### config.mk
export PLATFORM = sky130hd
export DESIGN_NAME = sen_log_unit
export DESIGN_NICKNAME = d
export VERILOG_FILES = /design/src/rtl/core/sen_pkg.sv /design/src/rtl/core/sen_log_unit.sv
export SDC_FILE = /design/constraint.sdc
export NUM_CORES = 2
export LEC_CHECK = 0
export ABC_AREA = 1
export BUFFER_PORTS_ARGS = -buffer_cell sky130_fd_sc_hd__buf_2
export CORE_UTILIZATION = 55
export CTS_BUF_LIST = sky130_fd_sc_hd__clkbuf_4
export CTS_CLUSTER_DIAMETER = 40
export DETAILED_ROUTE_END_ITERATION = 16
export PLACE_DENSITY_LB_ADDON = 0.15
export SLEW_MARGIN = 10
export SYNTH_ARGS = -nofsm -noshare
export SYNTH_HDL_FRONTEND = slang
export SYNTH_SLANG_ARGS = --single-unit
### constraint.sdc
create_clock -name aclk -period 14.4 [get_ports aclk]
set_input_delay 2.88 -clock aclk [delete_from_list [all_inputs] [get_ports aclk]]
set_output_delay 2.88 -clock aclk [all_outputs]
set_load 0.005 [all_outputs]
### src/rtl/core/sen_pkg.sv
`default_nettype none
// ----------------------------------------------------------------------------
// sen_pkg
// Shared types and constants of the sample entropy engine.
// ----------------------------------------------------------------------------
package sen_pkg;

    localparam int MAX_SAMPLES_DEF = 1024;
    localparam int MAX_ORDER_DEF   = 8;
    localparam int FRAC_BITS       = 20;
    localparam int MANT_W          = 31;               // Q1.30 mantissa
    localparam logic [29:0] LN2_Q30 = 30'd744261118;

    localparam logic [2:0]  EMBED_ORDER_RST = 3'd1;
    localparam logic [14:0] TOLERANCE_RST   = 15'd1229;

    typedef enum logic {
        REG_EMBED_ORDER = 1'b0,
        REG_TOLERANCE   = 1'b1
    } sen_reg_idx_t;

    typedef struct packed {
        logic signed [15:0] sample;
        logic               last_sample;
    } sen_in_t;

    typedef struct packed {
        logic [2:0]  order_index;
        logic [18:0] match_total;
        logic [18:0] template_total;
        logic [19:0] entropy_value;
        logic        undefined_flag;
        logic        last_result;
    } sen_out_t;

endpackage
`default_nettype wire

### src/rtl/core/sen_log_unit.sv
`default_nettype none
// ----------------------------------------------------------------------------
// sen_log_unit
// Iterative log2 in Q.20: shift-normalize one bit a cycle, then one
// squaring step per fraction bit.
// ----------------------------------------------------------------------------
module sen_log_unit
    import sen_pkg::*;
#(
    parameter int CNT_W = 19,
    parameter int EW    = 5
) (
    input  wire logic                    aclk,
    input  wire logic                    aresetn,
    input  wire logic                    start,
    input  wire logic [CNT_W-1:0]        x,
    output logic                         done,
    output logic [EW+FRAC_BITS-1:0]      result
);

    typedef enum logic [2:0] {
        L_IDLE = 3'b001,
        L_NORM = 3'b010,
        L_SQ   = 3'b100
    } lg_state_t;

    localparam int K_W = $clog2(FRAC_BITS);

    lg_state_t              state_reg, state_next;
    logic [MANT_W-1:0]      sh_reg;
    logic [EW-1:0]          e_reg;
    logic [FRAC_BITS-1:0]   frac_reg;
    logic [K_W-1:0]         k_reg;
    logic                   done_reg;
    logic [2*MANT_W-1:0]    sq;
    logic [MANT_W-1:0]      sq_m;

    assign sq     = {{MANT_W{1'b0}}, sh_reg} * {{MANT_W{1'b0}}, sh_reg};
    // m*m >> 30; renormalize when the square reaches 2.0
    assign sq_m   = sq[2*MANT_W-1] ? sq[2*MANT_W-1:MANT_W] : sq[2*MANT_W-2:MANT_W-1];
    assign done   = done_reg;
    assign result = {e_reg, frac_reg};

    always_comb begin
        state_next = state_reg;
        unique case (state_reg)
            L_IDLE: if (start) state_next = L_NORM;
            L_NORM: if (sh_reg[MANT_W-1]) state_next = L_SQ;
            L_SQ:   if (k_reg == '0) state_next = L_IDLE;
            default: state_next = L_IDLE;
        endcase
    end

    always_ff @(posedge aclk) begin
        if (!aresetn) begin
            state_reg <= L_IDLE;
            done_reg  <= 1'b0;
        end else begin
            state_reg <= state_next;
            done_reg  <= (state_reg == L_SQ) && (k_reg == '0);
        end
    end

    always_ff @(posedge aclk) begin
        unique case (state_reg)
            L_IDLE: begin
                sh_reg   <= {x, {(MANT_W-CNT_W){1'b0}}};
                e_reg    <= EW'(CNT_W-1);
                frac_reg <= '0;
                k_reg    <= K_W'(FRAC_BITS-1);
            end
            L_NORM: begin
                if (!sh_reg[MANT_W-1]) begin
                    sh_reg <= {sh_reg[MANT_W-2:0], 1'b0};
                    e_reg  <= e_reg - 1'b1;
                end
            end
            L_SQ: begin
                sh_reg   <= sq_m;
                frac_reg <= {frac_reg[FRAC_BITS-2:0], sq[2*MANT_W-1]};
                k_reg    <= k_reg - 1'b1;
            end
            default: ;
        endcase
    end

endmodule
`default_nettype wire

==> results by group <==
GRT
  – Initial antenna violation count: 1
  – GRT Resource Usage Total: between 30% and 40%
  – First-pass GRT wire length: between 100 and 150 mm
  – Via count of the first global-routing pass: approximately 26k
  – Pin count of the biggest net entering global routing: 37
  – Remaining Overflow, GRT: 0

Worst setup path
  – Slowest cell delay on critical path: 1.00 ns
  – Worst Path Required: between 10 and 15 ns
  – Slowest cell on crit path: edfxtp_1
  – Crit path DAT: between 8 and 9 ns
  – Crit path max-delay family: adder cells
  – CP bufs+invs: 6
  – Crit path kind: reg2reg
  – Critical path capture point type: flop
  – Critical Path Source Type: flop
  – Worst Path Max Fanout: 25

Place
  – Final GP Congestion: a little under 1
  – Dpl cells: 4820
  – Post-DP Area: between 0.03 and 0.04 mm2
  – Port buffer count: 47
  – HPWL after DPL: between 70 and 80 mm

Synth
  – Syn Nets: about 5.1k
  – Top cell type's share of synthesized area: between 40% and 50%
  – Top post-synthesis cells by count: inv_1 (1372), nand2_1 (1037), fa_1 (747)
  – Yosys cell types: 42
  – Avg Synthesized Cell Area: roughly 8 um2
  – Cell taking the most area after synthesis: fa_1
  – Most frequent cell after synthesis: inv_1
  – Register area share after synthesis: 5.895%
  – Post-Synthesis Cells: 4084
  – Yosys reg bits: 65
  – Asr flop ratio synth: 0%
  – Synth area leaders: fa_1 (46%), inv_1 (16%), nand2_1 (12%)
  – Ys Warns: 0
  – Mapped cell area: 0.03243 mm2
  – Number of synthesized flops with an enable pin: 61
  – Most used DFF post-synth: edfxtp_1

CTS
  – Clk buf depth: 2
  – CTS sink cnt: 65
  – TritonCTS clock tree: done
  – Post-CTS setup buffer count: 0
  – Root Driver: clkbuf_4
  – Worst-path clk slew: about 0.14 ns
  – CTS H-tree lvls: 3
  – Hold buffer count at CTS: 0
  – CTS-repair resized insts: 0
  – TritonCTS Buffers: 9
  – Worst-skew pair later-pin latency: ~0.46 ns

Floorplanning
  – I/O pins: 48
  – Die height: 244.8 um
  – Die X: between 200 and 250 um
  – Die area: between 0.05 and 0.06 mm2
  – Core area: 0.05803 mm2
  – FP Rows: slightly below 90
  – Starting density of the core: a little under three fifths

Finish
  – Count of filler cells inserted in the layout: between 5k and 6k
  – Count of nets after finishing: a little over 5k
  – Design area: roughly 0.034 mm2
  – Max reg flops: 31
  – Synth-to-Final Area Change: 3.719%
  – Post-route insts no fill: roughly 4.8k
  – Share of layout cells above drive strength 1: 3.881%

Drt
  – DRT antenna net count: 0
  – WL/cell: 17.52 um
  – Post-DR vias/cell: about 5
  – Initial DRC count: between 1.5k and 2k
  – First-pass DRT Iterations: 5
  – # DRC: 0
  – Routed WL: 84.75 mm
  – Via count: 24.16k

STA
  – RSZ-0062 raised after global routing: no
  – Worst Clk Skew: approximately 0.018 ns
  – Fin. Hold Viols: 0
  – TNS Setup: 0 ns
  – Final Cycle Share: 56.62%
  – Final min period: around 8 ns
  – Max frequency: ~120 MHz
  – Max Slew Vio Count: 0
  – Hold slack final: roughly 0.55 ns
  – Final setup vio count: 0
  – Least-Margin Pin Slew: ~1.1 ns
  – Worst slew margin: roughly 24%

Hold path
  – Min-Delay Path Class: reg2reg

Outcome
  – Status: finished, final reports clean

Flow run
  – Max-cap viol count: 0
[metal layers]
metal	up-vias	global-route usage (%)	wire (um)
li1	11413	-	-
met1	11810	40.48	35520
met2	776	50.07	39980
met3	159	4.483	6124
met4	0	10.35	3119
met5	-	0	0
[worst paths after layout]
check,startpoint,end,slack [ns],cells past startpoint
setup / recovery,sh_reg[29],sh_reg[13],6.25,29
hold / removal,k_reg[4],done,0.55,2
setup reg to reg,sh_reg[29],sh_reg[13],6.25,29
hold reg to reg,k_reg[4],done,0.55,2
[tightest hold or removal path, stage by stage (launching register included)]
cell and delay, ns:
edfxtp_1 0.36, or2_2 0.13, nor3_1 0.04
[through the flow]
| stage | setup WS (ns) | utilization (%) |
|---|---|---|
| 6_report | 6.247 | 57.97 |
| 5_1_grt | 5.863 | 57.97 |
| 4_1_cts | 6.370 | 57.96 |
| 3_5_place_dp | 6.415 | 57.61 |
| 3_3_place_gp | 6.504 | 57.61 |
| 2_1_floorplan | 7.328 | - |
[placed cells by master, fill, tap and decap left out, drive strengths merged, types with 6 or more instances in the layout]
master / n
a21oi: 62
buf: 81
clkbuf: 10
edfxtp: 61
fa: 747
ha: 270
inv: 1377
nand2: 1059
nand3: 114
nand3b: 8
nand4: 14
nor2: 139
nor3: 16
o21ai: 33
o21bai: 12
or2: 6
xnor2: 14
xor2: 21
[kinds of logic (layout without fill, tap and decap cells)]
group	after synthesis	count (layout)	share of synthesized area [%]
AO/OA/AOI/OAI	118	118	2.049
other	0	2	0
buffers and inverters	1487	1474	17.36
AND/OR/NAND/NOR	1362	1362	17.16
adder cells (fa/ha/maj)	1017	1017	56.53
XOR/XNOR	35	35	1.015
flip-flops	65	65	5.895
[layout make-up]
type	instances	area (um2)	share of cell area [%]
Antenna cell	2	5.005	0.01488
Clock buffer	10	75.07	0.2232
Clock inverter	6	130.1	0.3868
Inverter	1377	5169	15.37
Multi-Input combinational cell	2532	24900	74.02
Sequential cell	65	1912	5.684
Tap cell	765	957.2	2.846
Timing Repair Buffer	81	490.5	1.458
Power is left out: the tool's default activity adds up to more than one toggle a clock period on the data nets, which glitch-free logic cannot reach.
